File: src/design/combination_enumerator_defines.svh
// ---------------------------------------------------------------------------
// Combination enumerator assertion macros
// Shared concurrent assertion forms, clocked on clk and held off in reset.
// ---------------------------------------------------------------------------
`ifndef COMBINATION_ENUMERATOR_DEFINES_SVH
`define COMBINATION_ENUMERATOR_DEFINES_SVH

// Same-cycle implication
`define CMBE_ASSERT_IMP(label, ante, cons, msg) \
  label: assert property (@(posedge clk) disable iff (!rst_n) (ante) |-> (cons)) \
    else $error(msg);

// Next-cycle implication
`define CMBE_ASSERT_NXT(label, ante, cons, msg) \
  label: assert property (@(posedge clk) disable iff (!rst_n) (ante) |=> (cons)) \
    else $error(msg);

`endif

File: src/design/cmbe_pkg.sv
// ---------------------------------------------------------------------------
// Combination enumerator package
// Widths, register indexes and shared types of the enumerator.
// ---------------------------------------------------------------------------
`default_nettype none

package cmbe_pkg;

  localparam int DEF_MAX_OBJECTS = 64;
  localparam int DEF_MAX_CHOSEN  = 16;

  localparam int N_W        = 7;
  localparam int K_W        = 5;
  localparam int ELEM_W     = 6;
  localparam int POS_W      = 4;
  localparam int CFG_IDX_W  = 2;
  localparam int CFG_DATA_W = 7;

  localparam logic [CFG_IDX_W-1:0] REG_TOTAL  = 2'd0;
  localparam logic [CFG_IDX_W-1:0] REG_CHOSEN = 2'd1;

  // Configuration as seen by the sequencer
  typedef struct packed {
    logic [N_W-1:0] n;
    logic [K_W-1:0] k;
    logic           ok;   // n and k form a legal pair
    logic           wr;   // a register is being written this cycle
  } cfg_t;

endpackage

`default_nettype wire

File: src/design/cmbe_if.sv
// ---------------------------------------------------------------------------
// Combination enumerator channels
// Valid/ready channels for requests, results and register writes.
// ---------------------------------------------------------------------------
`default_nettype none

interface cmbe_in_if;
  logic valid;
  logic ready;
  logic restart;

  modport source (output valid, output restart, input ready);
  modport sink   (input valid, input restart, output ready);
endinterface

interface cmbe_out_if;
  logic                        valid;
  logic                        ready;
  logic [cmbe_pkg::ELEM_W-1:0] element;
  logic [cmbe_pkg::POS_W-1:0]  position;
  logic                        last;
  logic                        has_combination;

  modport source (output valid, output element, output position, output last,
                  output has_combination, input ready);
  modport sink   (input valid, input element, input position, input last,
                  input has_combination, output ready);
endinterface

interface cmbe_cfg_if;
  logic                            valid;
  logic                            ready;
  logic [cmbe_pkg::CFG_IDX_W-1:0]  index;
  logic [cmbe_pkg::CFG_DATA_W-1:0] data;

  modport source (output valid, output index, output data, input ready);
  modport sink   (input valid, input index, input data, output ready);
endinterface

`default_nettype wire

File: src/design/cmbe_mem.sv
// ---------------------------------------------------------------------------
// Combination enumerator position store
// One write port, one read port, registered read data.
// ---------------------------------------------------------------------------
`default_nettype none

module cmbe_mem #(
  parameter int DEPTH = cmbe_pkg::DEF_MAX_CHOSEN,
  parameter int IDX_W = (DEPTH > 1) ? $clog2(DEPTH) : 1
) (
  input  wire                               clk,
  input  wire                               we,
  input  wire  [IDX_W-1:0]                  waddr,
  input  wire  [cmbe_pkg::ELEM_W-1:0]       wdata,
  input  wire  [IDX_W-1:0]                  raddr,
  output logic [cmbe_pkg::ELEM_W-1:0]       rdata
);
  import cmbe_pkg::*;

  logic [ELEM_W-1:0] mem [DEPTH];

  always_ff @(posedge clk) begin
    if (we) begin
      mem[waddr] <= wdata;
    end
    rdata <= mem[raddr];
  end

endmodule

`default_nettype wire

File: src/design/cmbe_seq.sv
// ---------------------------------------------------------------------------
// Combination enumerator sequencer
// Scans, bumps and refills the positions with its compare and increment
// logic, then streams the combination out of a result register.
// ---------------------------------------------------------------------------
`default_nettype none
`include "combination_enumerator_defines.svh"

module cmbe_seq #(
  parameter int MAX_CHOSEN = cmbe_pkg::DEF_MAX_CHOSEN,
  parameter int IDX_W      = (MAX_CHOSEN > 1) ? $clog2(MAX_CHOSEN) : 1
) (
  input  wire                          clk,
  input  wire                          rst_n,
  input  wire  cmbe_pkg::cfg_t         cfg,
  cmbe_in_if.sink                      in_ch,
  cmbe_out_if.source                   out_ch,
  output logic                         mem_we,
  output logic [IDX_W-1:0]             mem_addr,
  output logic [cmbe_pkg::ELEM_W-1:0]  mem_wdata,
  input  wire  [cmbe_pkg::ELEM_W-1:0]  mem_rdata
);
  import cmbe_pkg::*;

  localparam int CMP_W = 8;

  typedef enum logic [6:0] {
    S_IDLE     = 7'b0000001,
    S_SCAN_RD  = 7'b0000010,
    S_SCAN_CMP = 7'b0000100,
    S_FILL     = 7'b0001000,
    S_EMIT_RD  = 7'b0010000,
    S_EMIT_LD  = 7'b0100000,
    S_NONE     = 7'b1000000
  } state_t;

  state_t              state_r, state_nxt;
  logic [IDX_W-1:0]    idx_r, idx_nxt;
  logic [ELEM_W-1:0]   val_r, val_nxt;
  logic                started_r, started_nxt;

  logic                out_valid_r;
  logic [ELEM_W-1:0]   element_r;
  logic [POS_W-1:0]    position_r;
  logic                last_r;
  logic                has_r;

  logic [CMP_W-1:0]    idx_ext;
  logic [CMP_W-1:0]    k_last;
  logic [CMP_W-1:0]    limit;
  logic                at_last;
  logic                out_free;
  logic                load;
  logic                ld_none;

  assign idx_ext  = CMP_W'(idx_r);
  assign k_last   = CMP_W'(cfg.k) - CMP_W'(1);
  assign limit    = CMP_W'(cfg.n) - CMP_W'(cfg.k) + idx_ext;
  assign at_last  = (idx_ext == k_last);
  assign out_free = !out_valid_r || out_ch.ready;

  assign in_ch.ready = (state_r == S_IDLE);
  assign mem_addr    = idx_r;
  assign mem_wdata   = val_r;

  always_comb begin
    state_nxt   = state_r;
    idx_nxt     = idx_r;
    val_nxt     = val_r;
    started_nxt = started_r;
    mem_we      = 1'b0;
    load        = 1'b0;
    ld_none     = 1'b0;
    case (state_r)
      S_IDLE: begin
        if (in_ch.valid) begin
          if (in_ch.restart) begin
            if (cfg.ok) begin
              started_nxt = 1'b1;
              idx_nxt     = '0;
              val_nxt     = '0;
              state_nxt   = S_FILL;
            end else begin
              started_nxt = 1'b0;
              state_nxt   = S_NONE;
            end
          end else if (started_r && cfg.ok) begin
            idx_nxt   = IDX_W'(k_last);
            state_nxt = S_SCAN_RD;
          end else begin
            state_nxt = S_NONE;
          end
        end
      end
      S_SCAN_RD: begin
        state_nxt = S_SCAN_CMP;
      end
      S_SCAN_CMP: begin
        if (CMP_W'(mem_rdata) >= limit) begin
          // entry at its maximum: move one position left, or run out
          if (idx_r == '0) begin
            state_nxt = S_NONE;
          end else begin
            idx_nxt   = idx_r - IDX_W'(1);
            state_nxt = S_SCAN_RD;
          end
        end else begin
          val_nxt   = mem_rdata + ELEM_W'(1);
          state_nxt = S_FILL;
        end
      end
      S_FILL: begin
        mem_we = 1'b1;
        if (at_last) begin
          idx_nxt   = '0;
          state_nxt = S_EMIT_RD;
        end else begin
          idx_nxt = idx_r + IDX_W'(1);
          val_nxt = val_r + ELEM_W'(1);
        end
      end
      S_EMIT_RD: begin
        state_nxt = S_EMIT_LD;
      end
      S_EMIT_LD: begin
        if (out_free) begin
          load = 1'b1;
          if (at_last) begin
            state_nxt = S_IDLE;
          end else begin
            idx_nxt   = idx_r + IDX_W'(1);
            state_nxt = S_EMIT_RD;
          end
        end
      end
      S_NONE: begin
        if (out_free) begin
          load      = 1'b1;
          ld_none   = 1'b1;
          state_nxt = S_IDLE;
        end
      end
      default: begin
        state_nxt = S_IDLE;
      end
    endcase
    // a register write drops the running enumeration
    if (cfg.wr) begin
      started_nxt = 1'b0;
    end
  end

  always_ff @(posedge clk) begin
    if (!rst_n) begin
      state_r     <= S_IDLE;
      started_r   <= 1'b0;
      out_valid_r <= 1'b0;
    end else begin
      state_r   <= state_nxt;
      started_r <= started_nxt;
      if (load) begin
        out_valid_r <= 1'b1;
      end else if (out_ch.ready) begin
        out_valid_r <= 1'b0;
      end
    end
  end

  always_ff @(posedge clk) begin
    idx_r <= idx_nxt;
    val_r <= val_nxt;
    if (load) begin
      element_r  <= ld_none ? '0 : mem_rdata;
      position_r <= ld_none ? '0 : idx_ext[POS_W-1:0];
      last_r     <= ld_none || at_last;
      has_r      <= !ld_none;
    end
  end

  assign out_ch.valid           = out_valid_r;
  assign out_ch.element         = element_r;
  assign out_ch.position        = position_r;
  assign out_ch.last            = last_r;
  assign out_ch.has_combination = has_r;

  `CMBE_ASSERT_NXT(a_busy_after_req, in_ch.valid && in_ch.ready, !in_ch.ready, "ready after request")
  `CMBE_ASSERT_IMP(a_none_is_last, out_valid_r && !has_r, last_r, "no-combination result not last")
  `CMBE_ASSERT_NXT(a_cfg_clears_started, cfg.wr, !started_r, "started kept over config write")
  `CMBE_ASSERT_NXT(a_load_shows, (state_r == S_EMIT_LD) && out_free, out_valid_r, "result lost")

endmodule

`default_nettype wire

File: src/design/combination_enumerator.sv
// ---------------------------------------------------------------------------
// Combination enumerator
// Lexicographic k-of-n combination generator with register configuration.
// ---------------------------------------------------------------------------
// Usage:
//   cfg_ch writes n (index 0) and k (index 1); it is always ready. A write to
//   either register drops the running enumeration, so follow it with a
//   restart request. Writes to other indexes are dropped.
//   in_ch carries one request: restart=1 loads 0..k-1, restart=0 steps to
//   the next combination. Each request yields k results on out_ch, one per
//   position, last on the final one; an exhausted or illegal setup yields a
//   single result with has_combination=0, and the positions are kept.
//   One request is in flight at a time. A restart fills the k positions and
//   then emits them; a step scans from the last position leftwards to the
//   first one that can move, bumps it, refills the positions to its right
//   and then emits all k; an exhausted step scans every position. Each
//   scanned or emitted position waits on the registered read port of the
//   position store.
//   Results leave through a result register; a stalled receiver holds the
//   sequencer, and in_ch turns ready once the last result sits in it.
//   Reset (rst_n low, synchronous) sets n=1, k=1 and clears the enumeration.
// ---------------------------------------------------------------------------
`default_nettype none

module combination_enumerator #(
  parameter int MAX_OBJECTS = cmbe_pkg::DEF_MAX_OBJECTS,
  parameter int MAX_CHOSEN  = cmbe_pkg::DEF_MAX_CHOSEN
) (
  input  wire         clk,
  input  wire         rst_n,
  cmbe_cfg_if.sink    cfg_ch,
  cmbe_in_if.sink     in_ch,
  cmbe_out_if.source  out_ch
);
  import cmbe_pkg::*;

  localparam int IDX_W = (MAX_CHOSEN > 1) ? $clog2(MAX_CHOSEN) : 1;

  logic [N_W-1:0]    n_r;
  logic [K_W-1:0]    k_r;
  cfg_t              cfg;
  logic              mem_we;
  logic [IDX_W-1:0]  mem_addr;
  logic [ELEM_W-1:0] mem_wdata;
  logic [ELEM_W-1:0] mem_rdata;
  logic              wr_hit;

  assign cfg_ch.ready = 1'b1;
  assign wr_hit = cfg_ch.valid && ((cfg_ch.index == REG_TOTAL) || (cfg_ch.index == REG_CHOSEN));

  always_ff @(posedge clk) begin
    if (!rst_n) begin
      n_r <= N_W'(1);
      k_r <= K_W'(1);
    end else if (cfg_ch.valid) begin
      if (cfg_ch.index == REG_TOTAL) begin
        n_r <= cfg_ch.data[N_W-1:0];
      end else if (cfg_ch.index == REG_CHOSEN) begin
        k_r <= cfg_ch.data[K_W-1:0];
      end
    end
  end

  assign cfg.n  = n_r;
  assign cfg.k  = k_r;
  assign cfg.ok = (k_r != '0) && (int'(k_r) <= MAX_CHOSEN) &&
                  (n_r != '0) && (int'(n_r) <= MAX_OBJECTS) &&
                  (N_W'(k_r) <= n_r);
  assign cfg.wr = wr_hit;

  cmbe_seq #(
    .MAX_CHOSEN (MAX_CHOSEN),
    .IDX_W      (IDX_W)
  ) u_seq (
    .clk       (clk),
    .rst_n     (rst_n),
    .cfg       (cfg),
    .in_ch     (in_ch),
    .out_ch    (out_ch),
    .mem_we    (mem_we),
    .mem_addr  (mem_addr),
    .mem_wdata (mem_wdata),
    .mem_rdata (mem_rdata)
  );

  cmbe_mem #(
    .DEPTH (MAX_CHOSEN),
    .IDX_W (IDX_W)
  ) u_mem (
    .clk   (clk),
    .we    (mem_we),
    .waddr (mem_addr),
    .wdata (mem_wdata),
    .raddr (mem_addr),
    .rdata (mem_rdata)
  );

endmodule

`default_nettype wire

File: src/flat_wrapper.sv
// flat-port wrapper written by rule: the top's interface ports become plain ports
module combination_enumerator_flat import cmbe_pkg::*;
#(
  parameter int MAX_OBJECTS = cmbe_pkg::DEF_MAX_OBJECTS,
  parameter int MAX_CHOSEN  = cmbe_pkg::DEF_MAX_CHOSEN
)
  (clk, rst_n, cfg_ch_valid, cfg_ch_index, cfg_ch_data, cfg_ch_ready, in_ch_valid, in_ch_restart, in_ch_ready, out_ch_valid, out_ch_element, out_ch_position, out_ch_last, out_ch_has_combination, out_ch_ready);
  cmbe_cfg_if cfg_ch_i ();
  cmbe_in_if in_ch_i ();
  cmbe_out_if out_ch_i ();
  input  wire clk;
  input  wire rst_n;
  input wire logic [$bits(cfg_ch_i.valid)-1:0] cfg_ch_valid;
  input wire logic [$bits(cfg_ch_i.index)-1:0] cfg_ch_index;
  input wire logic [$bits(cfg_ch_i.data)-1:0] cfg_ch_data;
  output wire logic [$bits(cfg_ch_i.ready)-1:0] cfg_ch_ready;
  input wire logic [$bits(in_ch_i.valid)-1:0] in_ch_valid;
  input wire logic [$bits(in_ch_i.restart)-1:0] in_ch_restart;
  output wire logic [$bits(in_ch_i.ready)-1:0] in_ch_ready;
  output wire logic [$bits(out_ch_i.valid)-1:0] out_ch_valid;
  output wire logic [$bits(out_ch_i.element)-1:0] out_ch_element;
  output wire logic [$bits(out_ch_i.position)-1:0] out_ch_position;
  output wire logic [$bits(out_ch_i.last)-1:0] out_ch_last;
  output wire logic [$bits(out_ch_i.has_combination)-1:0] out_ch_has_combination;
  input wire logic [$bits(out_ch_i.ready)-1:0] out_ch_ready;
  assign cfg_ch_i.valid = cfg_ch_valid;
  assign cfg_ch_i.index = cfg_ch_index;
  assign cfg_ch_i.data = cfg_ch_data;
  assign cfg_ch_ready = cfg_ch_i.ready;
  assign in_ch_i.valid = in_ch_valid;
  assign in_ch_i.restart = in_ch_restart;
  assign in_ch_ready = in_ch_i.ready;
  assign out_ch_valid = out_ch_i.valid;
  assign out_ch_element = out_ch_i.element;
  assign out_ch_position = out_ch_i.position;
  assign out_ch_last = out_ch_i.last;
  assign out_ch_has_combination = out_ch_i.has_combination;
  assign out_ch_i.ready = out_ch_ready;
  combination_enumerator #(.MAX_OBJECTS(MAX_OBJECTS), .MAX_CHOSEN(MAX_CHOSEN)) u_core (.clk(clk), .rst_n(rst_n), .cfg_ch(cfg_ch_i), .in_ch(in_ch_i), .out_ch(out_ch_i));
endmodule
File: config.mk
export PLATFORM = sky130hd
export DESIGN_NAME = combination_enumerator_flat
export DESIGN_NICKNAME = d
export VERILOG_FILES = /design/src/design/cmbe_pkg.sv /design/src/design/cmbe_if.sv /design/src/design/cmbe_mem.sv /design/src/design/cmbe_seq.sv /design/src/design/combination_enumerator.sv /design/src/flat_wrapper.sv
export VERILOG_INCLUDE_DIRS = /design/src /design/src/design
export SDC_FILE = /design/constraint.sdc
export NUM_CORES = 1
export LEC_CHECK = 0
export BUFFER_PORTS_ARGS = -buffer_cell sky130_fd_sc_hd__buf_2
export CORE_MARGIN = 1.5
export CORE_UTILIZATION = 66
export CTS_BUF_LIST = sky130_fd_sc_hd__clkbuf_16
export CTS_CLUSTER_DIAMETER = 30
export DETAILED_ROUTE_END_ITERATION = 6
export PLACE_DENSITY = 0.94
export SLEW_MARGIN = 10
export SYNTH_ARGS = -nofsm -noshare
export SYNTH_HDL_FRONTEND = slang
export SYNTH_SLANG_ARGS = --single-unit
File: constraint.sdc
create_clock -name clk -period 11 [get_ports clk]
set_clock_uncertainty 0.1 [all_clocks]
set_input_delay 1.1 -clock clk [delete_from_list [all_inputs] [get_ports clk]]
set_output_delay 1.1 -clock clk [all_outputs]
set_load 0.005 [all_outputs]
==> results of run 1 <==
==> critical path: stages, from the launching register on <==
cell                        delay [ps]
sky130_fd_sc_hd__edfxtp_1          930
sky130_fd_sc_hd__inv_1             360
sky130_fd_sc_hd__fa_1              620
sky130_fd_sc_hd__inv_1              50
sky130_fd_sc_hd__ha_1              340
sky130_fd_sc_hd__nor2b_1           170
sky130_fd_sc_hd__o31ai_1           340
sky130_fd_sc_hd__nand2_1           110
sky130_fd_sc_hd__ha_1              290
sky130_fd_sc_hd__o2111ai_1         100
sky130_fd_sc_hd__a22oi_1           360
sky130_fd_sc_hd__a31oi_1           170
sky130_fd_sc_hd__nor3_1            520
==> report_power, final <==
part / internal (mW) / leakage [nW] / switching [mW] / total [mW]
clock network: 0.309 / 0.271 / 0.225 / 0.534
registers: 0.661 / 1.29 / 0.0886 / 0.750
logic: 0.257 / 1.26 / 0.325 / 0.582
total: 1.23 / 2.82 / 0.639 / 1.87
==> flip-flops by register name, indices dropped and copies added (netlist names), 4 cells and up <==
name	flops
u_core.u_seq.out_ch.element	6
u_core.k_r	5
u_core.u_mem.rdata	6
u_core.u_seq.mem_wdata	6
u_core.u_seq.mem_addr	4
u_core.n_r	7
u_core.u_seq.out_ch.position	4
u_core.u_seq.state_r	7
u_core.u_mem.mem	96
==> logic make-up (layout without fill, tap and decap cells) <==
kind of cell	Yosys count	count (layout)	synth area share, %
AO/OA/AOI/OAI	67	67	6.566
adder cells (fa/ha/maj)	32	32	6.205
other	1	1	0.05406
buffers and inverters	47	88	2.651
AND/OR/NAND/NOR	128	128	10.91
flip-flops	145	145	58.87
XOR/XNOR	23	23	2.904
multiplexers	44	44	11.83
==> stage by stage <==
| step | std cells | total power, mW | hold slack, ps | util, % | worst slack (ps) |
|---|---|---|---|---|---|
| 2_1_floorplan | 487 | 1.141 | 386.7 | - | 6770 |
| 3_3_place_gp | 633 | 1.255 | 418.0 | 69.95 | 6698 |
| 3_5_place_dp | 633 | 1.291 | 429.0 | 69.95 | 6404 |
| 4_1_cts | 664 | 1.843 | 441.5 | 75.24 | 6248 |
| 5_1_grt | 664 | 1.931 | 472.3 | 75.24 | 5910 |
| 6_report | 664 | 1.866 | 449.5 | 75.24 | 6150 |
==> metal layers <==
metal	up-vias	routed length [um]	global-route usage (%)
met3	92	1843	7.854
met1	2251	5915	40.83
met5	-	0	0
li1	1936	-	-
met4	0	1016	17.28
met2	376	8041	50.28
==> synthesized netlist by cell type (5+ instances only) <==
cell type	instances
sky130_fd_sc_hd__edfxtp_1	118
sky130_fd_sc_hd__mux4_2	30
sky130_fd_sc_hd__ha_1	28
sky130_fd_sc_hd__dfxtp_1	27
sky130_fd_sc_hd__inv_1	26
sky130_fd_sc_hd__nand2_1	18
sky130_fd_sc_hd__nor2_1	18
sky130_fd_sc_hd__clkbuf_1	17
sky130_fd_sc_hd__a21oi_1	16
sky130_fd_sc_hd__and4_1	14
sky130_fd_sc_hd__nor2b_1	14
sky130_fd_sc_hd__mux2i_1	13
sky130_fd_sc_hd__xor2_1	13
sky130_fd_sc_hd__nand3_1	11
sky130_fd_sc_hd__and2_1	10
sky130_fd_sc_hd__nor3_1	10
sky130_fd_sc_hd__xnor2_1	10
sky130_fd_sc_hd__o21ai_0	9
sky130_fd_sc_hd__a21o_1	7
sky130_fd_sc_hd__and3_1	6
sky130_fd_sc_hd__nand2b_1	5
==> how the worst max path moves through the flow <==
stage / from / to / slack [ps]
floorplan: u_core.u_seq.mem_addr[1] / u_core.u_seq.mem_addr[0] / 6770
global placement: u_core.u_seq.mem_addr[2] / u_core.u_seq.mem_addr[2] / 6700
detailed placement: u_core.u_seq.mem_addr[2] / u_core.u_seq.mem_addr[3] / 6400
CTS: u_core.u_seq.mem_addr[2] / u_core.u_seq.mem_addr[0] / 6250
global route: u_core.u_seq.mem_addr[2] / u_core.u_seq.mem_addr[0] / 5910
finish: u_core.u_seq.mem_addr[2] / u_core.u_seq.mem_addr[0] / 6150
==> area by class of cell <==
type | instances | area [um^2] | share of cell area, %
Clock inverter | 14 | 117.6 | 1.521
Tap cell | 136 | 170.2 | 2.201
Clock buffer | 17 | 425.4 | 5.502
Multi-Input combinational cell | 295 | 2675 | 34.60
Inverter | 26 | 97.59 | 1.262
Sequential cell | 145 | 4084 | 52.82
Timing Repair Buffer | 31 | 162.7 | 2.104
==> PnR_summary.wiki, run 1 <==
{| class="wikitable"
! Metric !! Value
|-
| Outcome || completed
|-
| Most used cells in the layout excluding fill and tap cells || sky130_fd_sc_hd__edfxtp_1, sky130_fd_sc_hd__mux4_2, sky130_fd_sc_hd__inv_1, sky130_fd_sc_hd__ha_1, sky130_fd_sc_hd__buf_2
|-
| Required arrival time at the worst endpoint || 10960 ps
|-
| Number of gates resized after cts || 0
|-
| Transition time at the pin with the least slew margin || approximately 1000 ps
|-
| Critical path fanouts, max || 24
|-
| Number of I/O pins || 30
|-
| Initial core utilization || 67.49%
|-
| TNS Setup || 0 ps
|-
| Minimum period implied by the final worst setup slack || 4850 ps
|-
| Detailed-route wire length || ~17000 um
|-
| Slew HR || 32.85%
|-
| RSZ-0062 raised after global routing || no
|-
| Detailed Route Iter0 Violations || 688
|-
| Synthesis warning total || 0
|-
| Core ar. || between 10000 and 15000 um^2
|-
| Cell accounting for the most synthesized area || sky130_fd_sc_hd__edfxtp_1
|-
| Number of distinct library cells after synthesis || 57
|-
| Cts hold-fix bufs || 0
|-
| Detail Placement HPWL || 10140 um
|-
| Total GRT Usage || 31.78%
|-
| 1st-pass router iterations || 5
|-
| Sequential fraction of the synthesis area || 58.87%
|-
| Post-synthesis net count || 534
|-
| Synthesized area divided by synthesized cell count || 14.24 um^2
|-
| Post-route DRC || 0
|-
| Via density || around 7.0
|-
| Finished Cell Area || a little under 8000 um^2
|-
| Antenna violations before repair || 0
|-
| Clock latency on the worst-skew pair || 430 ps
|-
| Cell types with the largest area share after synthesis || sky130_fd_sc_hd__edfxtp_1, sky130_fd_sc_hd__mux4_2, sky130_fd_sc_hd__dfxtp_1
|-
| Proportion of netlist area held by the largest area contributor || between 50% and 60%
|-
| Wirelength per Cell || 25.33 um
|-
| Cells on worst reg2reg path || 12
|-
| Via count || 4655
|-
| Maximum vdd drop || 0.0001255 V
|-
| H-tree depth || 4
|-
| Largest net degree at the start of global routing || 32
|-
| Power density normalized to cell area || about 240 nW/um^2
|-
| Fill cells || approximately 560
|-
| CTS Buffer Depth || 2
|-
| Count of state elements after synthesis || 145
|-
| Setup CP Type || reg -> reg
|-
| Syn-to-layout area delta || 11.47%
|-
| Full die area || 11130 um^2
|-
| Die Height || 105.5 um
|-
| CTS tree || done
|-
| Arrival @ worst endpoint || ~4800 ps
|-
| Leak Pwr || 2.818 nW
|-
| Area after detailed placement || just over 7000 um^2
|-
| R2r startpoint || u_core.u_seq.mem_addr[2]
|-
| Number of standard-cell rows in the floorplan || 37
|-
| Number of clock sinks seen by CTS || between 100 and 150
|-
| N_diodes || 0
|-
| Ratio of cells with drive above 1 in the final layout || 18.18%
|-
| Main synth FF type || sky130_fd_sc_hd__edfxtp_1
|-
| Critical Path Sink Type || register
|-
| Post-Synthesis Cell Area || slightly below 7000 um^2
|-
| Type of the worst min-delay path || reg -> reg
|-
| Setup Fix Bufs, Post-CTS || 0
|-
| Via count of the first global-routing pass || roughly 4.5k
|-
| Placer congestion estimate || 0.8799
|-
| Final-stage net count || roughly 560
|-
| Setup violation total in the final timing report || 0
|-
| Synthesized instance count || approximately 490
|-
| EDFF count, synth || 118
|-
| Cells on Worst Hold Path || 2
|-
| Fmax || 206.2 MHz
|-
| IO buf count || 28
|-
| Final cycle utilization of the critical path || 44.09%
|-
| Final hold vios || 0
|-
| Final slew viol count || 0
|-
| # Max-Cap Violations || 0
|-
| First-pass GRT wire length || 25720 um
|-
| Kind of start point of the critical path || register
|-
| Asr flop ratio synth || 0%
|-
| Die span in x || 105.5 um
|-
| Hold-critical path endpoint || u_core.u_seq.started_r
|-
| Worst reg2reg setup slack || 6150 ps
|-
| Clock-pin slew on the worst setup and hold paths || 60 ps
|-
| Routed Antenna Nets || 0
|-
| Start point of the worst hold path || u_core.u_seq.started_r
|-
| Critical register-to-register path endpoint || u_core.u_seq.mem_addr[0]
|-
| Root Buffer Master || sky130_fd_sc_hd__clkbuf_16
|-
| Remaining Overflow, GRT || 0
|-
| Most common cell after layout, fill and taps aside || sky130_fd_sc_hd__edfxtp_1
|-
| Total CTS buffers || 17
|}
(Power assumes the default switching activity.)
==> run 2: changes to the inputs <==
--- a/config.mk
+++ b/config.mk
@@ -8,11 +8,11 @@
 export LEC_CHECK = 0
 export BUFFER_PORTS_ARGS = -buffer_cell sky130_fd_sc_hd__buf_2
 export CORE_MARGIN = 1.5
-export CORE_UTILIZATION = 66
+export CORE_UTILIZATION = 56
 export CTS_BUF_LIST = sky130_fd_sc_hd__clkbuf_16
 export CTS_CLUSTER_DIAMETER = 30
 export DETAILED_ROUTE_END_ITERATION = 6
-export PLACE_DENSITY = 0.94
+export PLACE_DENSITY = 0.85
 export SLEW_MARGIN = 10
 export SYNTH_ARGS = -nofsm -noshare
 export SYNTH_HDL_FRONTEND = slang
==> constraint.sdc (replaced) <==
create_clock -name clk -period 4.2 [get_ports clk]
set_clock_uncertainty 0.1 [all_clocks]
set_input_delay 0.42 -clock clk [delete_from_list [all_inputs] [get_ports clk]]
set_output_delay 0.42 -clock clk [all_outputs]
set_load 0.005 [all_outputs]
==> run 2 against run 1 <==
Against the previous run:
- die area increased by 17%
- non-clock buffer count increased by 5
- via count decreased by 5.3%
- routed wire length decreased by 9.6%
- total power increased to 2.7 times the previous value
- sequential power increased to 2.5 times the previous value
- clock power increased to 2.8 times the previous value
- register-to-register slack got worse by 6100 ps
- sequential cell count unchanged
- cell count increased by 5.7%
- sequential share of layout area decreased by 0.88 points
- final area increased by 1.7%
- critical path type unchanged
- critical endpoint is now u_core.u_seq.mem_addr[1]
==> PnR_summary.wiki, run 2 (synthesis gave the netlist of run 1 again) <==
{| class="wikitable"
! Metric !! Value
|-
| Area of combinational cells with multiple inputs || 2680 um^2 (was 2675 um^2)
|-
| Flip-flop count of the largest register, all copies and words added || 96 (unchanged)
|-
| R2r startpoint || u_core.u_seq.mem_addr[1] (was u_core.u_seq.mem_addr[2])
|-
| Final-stage net count || 568 (was 563)
|-
| Finished Cell Area || 7864 um^2 (was 7732 um^2)
|-
| Via count || 4410 (was 4655)
|-
| Detail Placement HPWL || 9870 um (was 10140 um)
|-
| Post-route DRC || 0 (unchanged)
|-
| Number of clock sinks seen by CTS || 145 (unchanged)
|-
| Antenna violations before repair || 0 (unchanged)
|-
| Setup CP Type || reg -> reg (unchanged)
|-
| Setup Fix Bufs, Post-CTS || 0 (unchanged)
|-
| Cts hold-fix bufs || 0 (unchanged)
|-
| Series of cell instances along the critical path || inv_1, fa_1, inv_1, ha_1, a211oi_1, o21ai_0, xnor2_1, ha_1, o2111ai_1, a22oi_1, a31oi_1, nor3_2 (was inv_1, fa_1, inv_1, ha_1, nor2b_1, o31ai_1, nand2_1, ha_1, o2111ai_1, a22oi_1, a31oi_1, nor3_1)
|-
| Stage delay of the slowest cell on the critical path || 620 ps (was 930 ps)
|-
| Syn-to-layout area delta || 13.37% (was 11.47%)
|-
| Total GRT Usage || 24.77% (was 31.78%)
|-
| Detailed Route Iter0 Violations || 517 (was 688)
|-
| Maximum vdd drop || 0.0003536 V (was 0.0001255 V)
|-
| Cells on worst reg2reg path || 12 (unchanged)
|-
| Initial core utilization || 57.51% (was 67.49%)
|-
| # Max-Cap Violations || 0 (unchanged)
|-
| Die span in x || 114.3 um (was 105.5 um)
|-
| Kind of start point of the critical path || register (unchanged)
|-
| First-pass GRT wire length || 23630 um (was 25720 um)
|-
| Full die area || 13060 um^2 (was 11130 um^2)
|-
| Register with the most flip-flops || u_core.u_mem.mem (unchanged)
|-
| Arrival @ worst endpoint || 4160 ps (was 4810 ps)
|-
| Via density || 6.282 (was 7.011)
|-
| Final hold vios || 0 (unchanged)
|-
| Most common cell after layout, fill and taps aside || sky130_fd_sc_hd__edfxtp_1 (unchanged)
|-
| Via count of the first global-routing pass || 4229 (was 4500)
|-
| Number of I/O pins || 30 (unchanged)
|-
| Outcome || completed (unchanged)
|-
| Type of the worst min-delay path || in -> reg (was reg -> reg)
|-
| Number of standard-cell rows in the floorplan || 40 (was 37)
|-
| Setup violation total in the final timing report || 0 (unchanged)
|-
| Final slew viol count || 0 (unchanged)
|-
| N_diodes || 0 (unchanged)
|-
| Clock latency on the worst-skew pair || 430 ps (about the same)
|-
| Core ar. || 12060 um^2 (was 10280 um^2)
|-
| Registers with the most flip-flops || u_core.u_mem.mem: 96 flops, u_core.n_r: 7 flops, u_core.u_seq.state_r: 7 flops (unchanged)
|-
| H-tree depth || 4 (unchanged)
|-
| Cells after DPL || 670 (was 633)
|-
| 1st-pass router iterations || 5 (unchanged)
|-
| Wirelength per Cell || 21.66 um (was 25.33 um)
|-
| Clock-pin slew on the worst setup and hold paths || 60 ps (about the same)
|-
| Core occupancy in the finished layout || 65.20% (was 75.24%)
|-
| Fmax || 238.7 MHz (was 206.2 MHz)
|-
| Final cycle utilization of the critical path || 99.77% (was 44.09%)
|-
| Placer congestion estimate || 0.9216 (was 0.8799)
|-
| Largest net degree at the start of global routing || 32 (unchanged)
|-
| Master of the slowest instance on the critical path || sky130_fd_sc_hd__fa_1 (was sky130_fd_sc_hd__edfxtp_1)
|-
| CTS Buffer Depth || 2 (unchanged)
|-
| Critical path fanouts, max || 4 (was 24)
|-
| Fill cells || 771 (was 564)
|-
| Critical Path Sink Type || register (unchanged)
|-
| Final worst hold slack || 150.4 ps (was 449.5 ps)
|-
| Ratio of cells with drive above 1 in the final layout || 19.85% (was 18.18%)
|-
| Routed Antenna Nets || 0 (unchanged)
|-
| Leak Pwr || 2.860 nW (was 2.818 nW)
|-
| Area after detailed placement || 7267 um^2 (was 7189 um^2)
|-
| Critical register-to-register path endpoint || u_core.u_seq.mem_addr[1] (was u_core.u_seq.mem_addr[0])
|-
| Total CTS buffers || 17 (unchanged)
|-
| IO buf count || 28 (unchanged)
|-
| Required arrival time at the worst endpoint || 4170 ps (was 10960 ps)
|-
| Slew HR || 31.96% (was 32.85%)
|-
| Remaining Overflow, GRT || 0 (unchanged)
|-
| Worst reg2reg setup slack || 10 ps (was 6150 ps)
|-
| CTS tree || done (unchanged)
|-
| Non-filler cells, final || 702 (was 664)
|-
| Transition time at the pin with the least slew margin || 1011 ps (was 998.1 ps)
|-
| Die Height || 114.3 um (was 105.5 um)
|-
| Crit path capture || u_core.u_seq.mem_addr[1] (was u_core.u_seq.mem_addr[0])
|-
| Minimum period implied by the final worst setup slack || 4190 ps (was 4850 ps)
|-
| Most used cells in the layout excluding fill and tap cells || sky130_fd_sc_hd__edfxtp_1, sky130_fd_sc_hd__mux4_2, sky130_fd_sc_hd__ha_1, sky130_fd_sc_hd__buf_2, sky130_fd_sc_hd__dfxtp_1 (was sky130_fd_sc_hd__edfxtp_1, sky130_fd_sc_hd__mux4_2, sky130_fd_sc_hd__inv_1, sky130_fd_sc_hd__ha_1, sky130_fd_sc_hd__buf_2)
|-
| Critical path launch point || u_core.u_seq.mem_addr[1] (was u_core.u_seq.mem_addr[2])
|-
| Power density normalized to cell area || 629.5 nW/um^2 (was 241.3 nW/um^2)
|-
| Detailed-route wire length || 15200 um (was 16820 um)
|-
| Root Buffer Master || sky130_fd_sc_hd__clkbuf_16 (unchanged)
|-
| Area used by sequential logic in the layout || 4084 um^2 (unchanged)
|}
## run 2: cell count changes in the layout (fill, tap and decap cells not counted), moves of 2 or more
| cell | previous run | this run |
|---|---|---|
| sky130_fd_sc_hd__clkinv_2 | 3 | 0 |
| sky130_fd_sc_hd__buf_4 | 3 | 8 |
| sky130_fd_sc_hd__inv_1 | 28 | 26 |
| sky130_fd_sc_hd__inv_8 | 1 | 6 |
| sky130_fd_sc_hd__clkinv_8 | 0 | 3 |
## run 2: area by class of cell
cell class | count | share of cell area (%)
Inverter | 26 | 1.241
Tap cell | 168 | 2.673
Multi-Input combinational cell | 295 | 34.08
Sequential cell | 145 | 51.93
Clock buffer | 17 | 5.410
Clock inverter | 15 | 2.116
Timing Repair Buffer | 36 | 2.546
## run 2: worst max-delay path: cells and delay by family (launching register included)
family	cells	cell delay, ps
compound gates	5	1340
xor+xnor	1	190
fa+ha+maj	3	1260
buf+inv	2	170
flops	1	360
simple gates	1	420
## run 2: worst min-delay path by stage
stage,endpoint,startpoint,cells past startpoint,slack [ps]
floorplan,u_core.u_seq.state_r[1],u_core.u_seq.started_r,2,390
global placement,u_core.u_seq.out_ch.valid,u_core.u_seq.out_ch.valid,2,420
detailed placement,u_core.u_seq.state_r[1],u_core.u_seq.started_r,2,430
CTS,u_core.k_r[0],cfg_ch_data[0],3,140
global route,u_core.n_r[5],cfg_ch_data[5],3,160
finish,u_core.k_r[0],cfg_ch_data[0],3,150
## run 2: per-layer routing
metal,track usage [%],wire [um],up-vias
met3,5.823,1276,43
met5,0,0,-
met1,33.39,6156,2137
met4,9.417,323,0
met2,39.56,7447,280
li1,-,-,1950
## run 2: report_power, final
group          total, mW  switching, mW  internal [mW]
clock               1.48          0.684          0.800
sequential          1.89          0.162           1.73
combinational       1.58          0.883          0.692
## run 2: timing repair
action / 4_1_cts / 5_1_grt
endpoints found under the hold margin: 0 / 0
resized for setup: 0 / 1
setup endpoints to repair: 0 / 4
## run 2: per-stage QoR
stage | power [mW] | setup TNS (ps) | worst slack (ps)
after CTS | 4.924 | 0 | 13.97
after floorplan | 2.989 | 0 | 100.2
after detailed placement | 3.406 | 0 | 271.4
after global routing | 5.158 | -80.96 | -25.16
final | 4.951 | 0 | 9.854
after global placement | 3.323 | 0 | 501.7
==> run 3: changes to the inputs <==
--- a/config.mk
+++ b/config.mk
@@ -7,6 +7,7 @@
 export NUM_CORES = 1
 export LEC_CHECK = 0
 export BUFFER_PORTS_ARGS = -buffer_cell sky130_fd_sc_hd__buf_2
+export CORE_ASPECT_RATIO = 0.8
 export CORE_MARGIN = 1.5
 export CORE_UTILIZATION = 56
 export CTS_BUF_LIST = sky130_fd_sc_hd__clkbuf_16
==> run 3 against run 2 <==
Against the previous run:
- routed wire length down 3.6%
- register-to-register slack gained 350 ps
- fmax increased by 9.1%
- die area about the same
- first-iteration DRC count up 18%
- sequential cell count is the same
- highest routed layer unchanged
==> PnR_summary.wiki, run 3 (synthesis gave the netlist of run 1 again) <==
{| class="wikitable"
! Metric !! Value
|-
| Series of cell instances along the critical path || inv_1, ha_1, inv_1, ha_1, inv_1, fa_1, xor2_1, ha_1, o21ai_0, o21ai_0, o2111ai_1, a22oi_1, a31oi_1, nor3_2 (was inv_1, fa_1, inv_1, ha_1, a211oi_1, o21ai_0, xnor2_1, ha_1, o2111ai_1, a22oi_1, a31oi_1, nor3_2)
|-
| Detailed Route Iter0 Violations || 612 (was 517)
|-
| Stage delay of the slowest cell on the critical path || 440 ps (was 620 ps)
|-
| Clock latency on the worst-skew pair || 420 ps (was 430 ps)
|-
| Fill cells || 851 (was 771)
|-
| Power density normalized to cell area || 628.1 nW/um^2 (was 629.5 nW/um^2)
|-
| Cell family with the largest share of critical-path delay || adder cells (was compound AO/OA/AOI/OAI gates)
|-
| CTS Buffer Depth || 2 (unchanged)
|-
| Detail Placement HPWL || 9860 um (was 9870 um)
|-
| Wirelength per Cell || 21.40 um (was 21.66 um)
|-
| Master of the slowest instance on the critical path || sky130_fd_sc_hd__nor3_2 (was sky130_fd_sc_hd__fa_1)
|-
| Post-route DRC || 0 (unchanged)
|-
| Leak Pwr || 2.855 nW (was 2.860 nW)
|-
| Minimum period implied by the final worst setup slack || 3839 ps (was 4190 ps)
|-
| Outcome || completed (unchanged)
|-
| Most common cell after layout, fill and taps aside || sky130_fd_sc_hd__edfxtp_1 (unchanged)
|-
| Flip-flop count of the largest register, all copies and words added || 96 (unchanged)
|-
| Area after detailed placement || 7239 um^2 (was 7267 um^2)
|-
| Cells after DPL || 653 (was 670)
|-
| TNS Setup || 0 ps (unchanged)
|-
| Number of standard-cell rows in the floorplan || 36 (was 40)
|-
| 1st-pass router iterations || 5 (unchanged)
|-
| Final cycle utilization of the critical path || 91.41% (was 99.77%)
|-
| Placer congestion estimate || 0.9014 (was 0.9216)
|-
| Finished Cell Area || 7821 um^2 (was 7864 um^2)
|-
| Start point of the worst hold path || cfg_ch_data[0] (unchanged)
|-
| Total power || 4.912 mW (was 4.951 mW)
|-
| Routed Antenna Nets || 0 (unchanged)
|-
| Critical path fanouts, max || 5 (was 4)
|-
| Ratio of cells with drive above 1 in the final layout || 18.57% (was 19.85%)
|-
| Type of the worst min-delay path || in -> reg (unchanged)
|-
| Setup violation total in the final timing report || 0 (unchanged)
|-
| Routed met2 length || 6867 um (was 7447 um)
|-
| Full die area || 13070 um^2 (was 13060 um^2)
|-
| Final hold vios || 0 (unchanged)
|-
| Maximum vdd drop || 0.0003360 V (was 0.0003536 V)
|-
| Transition time at the pin with the least slew margin || 969.4 ps (was 1011 ps)
|-
| Slew HR || 34.78% (was 31.96%)
|-
| Post-Route M1 WL || 6487 um (was 6156 um)
|-
| Via count of the first global-routing pass || 4080 (was 4229)
|-
| Number of I/O pins || 30 (unchanged)
|-
| Critical path launch point || u_core.k_r[0] (was u_core.u_seq.mem_addr[1])
|-
| Kind of start point of the critical path || register (unchanged)
|-
| Required arrival time at the worst endpoint || 4160 ps (was 4170 ps)
|-
| Cts hold-fix bufs || 0 (unchanged)
|-
| R2r startpoint || u_core.k_r[0] (was u_core.u_seq.mem_addr[1])
|-
| Register with the most flip-flops || u_core.u_mem.mem (unchanged)
|-
| Critical Path Sink Type || register (unchanged)
|-
| Detailed-route wire length || 14660 um (was 15200 um)
|-
| First-pass GRT wire length || 22580 um (was 23630 um)
|-
| Die Height || 102.5 um (was 114.3 um)
|-
| Initial core utilization || 57.25% (was 57.51%)
|-
| CTS tree || done (unchanged)
|-
| Number of clock sinks seen by CTS || 145 (unchanged)
|-
| Core occupancy in the finished layout || 64.55% (was 65.20%)
|-
| RSZ-0062 raised after global routing || no
|-
| Arrival @ worst endpoint || 3800 ps (was 4160 ps)
|-
| IO buf count || 28 (unchanged)
|-
| Via density || 6.250 (was 6.282)
|-
| Total CTS buffers || 17 (unchanged)
|-
| Remaining Overflow, GRT || 0 (unchanged)
|-
| Fmax || 260.5 MHz (was 238.7 MHz)
|-
| Highest metal layer with signal wires || met4 (unchanged)
|-
| Final slew viol count || 0 (unchanged)
|-
| Die span in x || 127.4 um (was 114.3 um)
|-
| H-tree depth || 4 (unchanged)
|-
| Core ar. || 12120 um^2 (was 12060 um^2)
|-
| Syn-to-layout area delta || 12.75% (was 13.37%)
|-
| Setup CP Type || reg -> reg (unchanged)
|-
| Most used cells in the layout excluding fill and tap cells || sky130_fd_sc_hd__edfxtp_1, sky130_fd_sc_hd__mux4_2, sky130_fd_sc_hd__inv_1, sky130_fd_sc_hd__ha_1, sky130_fd_sc_hd__buf_2 (was sky130_fd_sc_hd__edfxtp_1, sky130_fd_sc_hd__mux4_2, sky130_fd_sc_hd__ha_1, sky130_fd_sc_hd__buf_2, sky130_fd_sc_hd__dfxtp_1)
|-
| Via count || 4281 (was 4410)
|-
| Clock-pin slew on the worst setup and hold paths || 60 ps (about the same)
|-
| Antenna violations before repair || 0 (unchanged)
|-
| Largest net degree at the start of global routing || 32 (unchanged)
|-
| Root Buffer Master || sky130_fd_sc_hd__clkbuf_16 (unchanged)
|-
| Registers with the most flip-flops || u_core.u_mem.mem: 96 flops, u_core.n_r: 7 flops, u_core.u_seq.state_r: 7 flops (unchanged)
|-
| Sum of buffers and inverters on the critical path || 3 (was 2)
|-
| Final-stage net count || 567 (was 568)
|-
| Wire length on met3 || 1038 um (was 1276 um)
|-
| # Max-Cap Violations || 0 (unchanged)
|-
| N_diodes || 0 (unchanged)
|-
| Total GRT Usage || 23.65% (was 24.77%)
|-
| Non-filler cells, final || 685 (was 702)
|}
run 3: cell type report:
class | count | area, um^2 | share of cell area (%)
multi-input combinational | 295 | 2680 | 34.27
clock buffer | 17 | 425.4 | 5.439
sequential | 145 | 4084 | 52.22
clock inverter | 15 | 151.4 | 1.936
timing repair buffer | 35 | 192.7 | 2.464
inverter | 26 | 97.59 | 1.248
tap | 152 | 190.2 | 2.432
run 3: worst register-to-register path: cells and delay by family, from the launching register on:
| kind | cells | cell delay, ps |
|---|---|---|
| xor gates and xnor gates | 1 | 160 |
| DFF | 1 | 420 |
| buffers and inverters | 3 | 260 |
| adders and majority gates | 4 | 1210 |
| and+or+nand+nor | 1 | 440 |
| AOI/OAI and AO/OA | 5 | 900 |
run 3: layer usage:
| layer | GRT usage (%) | up-vias |
|---|---|---|
| li1 | - | 1954 |
| met1 | 33.79 | 2103 |
| met2 | 35.43 | 193 |
| met3 | 6.798 | 31 |
| met4 | 7.867 | 0 |
| met5 | 0 | - |
run 3: where the power goes:
part / internal [mW] / switching, mW / leakage (nW) / total [mW]
Sequential: 1.73 / 0.168 / 1.29 / 1.90
Clock: 0.916 / 0.566 / 0.285 / 1.48
Combinational: 0.691 / 0.840 / 1.28 / 1.53
Total: 3.34 / 1.57 / 2.85 / 4.91
run 3: metrics by stage:
stage	hold slack [ps]	setup WS [ps]
6_report	144.9	360.7
5_1_grt	152.0	140.4
4_1_cts	137.8	214.6
3_5_place_dp	433.8	227.2
3_3_place_gp	420.0	491.4
2_1_floorplan	386.7	100.2
run 3: final timing paths:
| path | end | slack [ps] | cells past startpoint |
|---|---|---|---|
| worst min-delay path | u_core.n_r[0] | 140 | 3 |
| worst max register to register | u_core.u_seq.mem_addr[2] | 360 | 14 |
| worst max-delay path | u_core.u_seq.mem_addr[2] | 360 | 14 |
| worst min register to register | u_core.u_seq.out_ch.valid | 440 | 2 |
run 3: timing repair:
| item | 4_1_cts | 5_1_grt |
|---|---|---|
| setup endpoints to repair | 0 | 4 |
| resized for setup | 0 | 1 |
| buffers inserted | 0 | 0 |
| hold endpoints to repair | 0 | 0 |
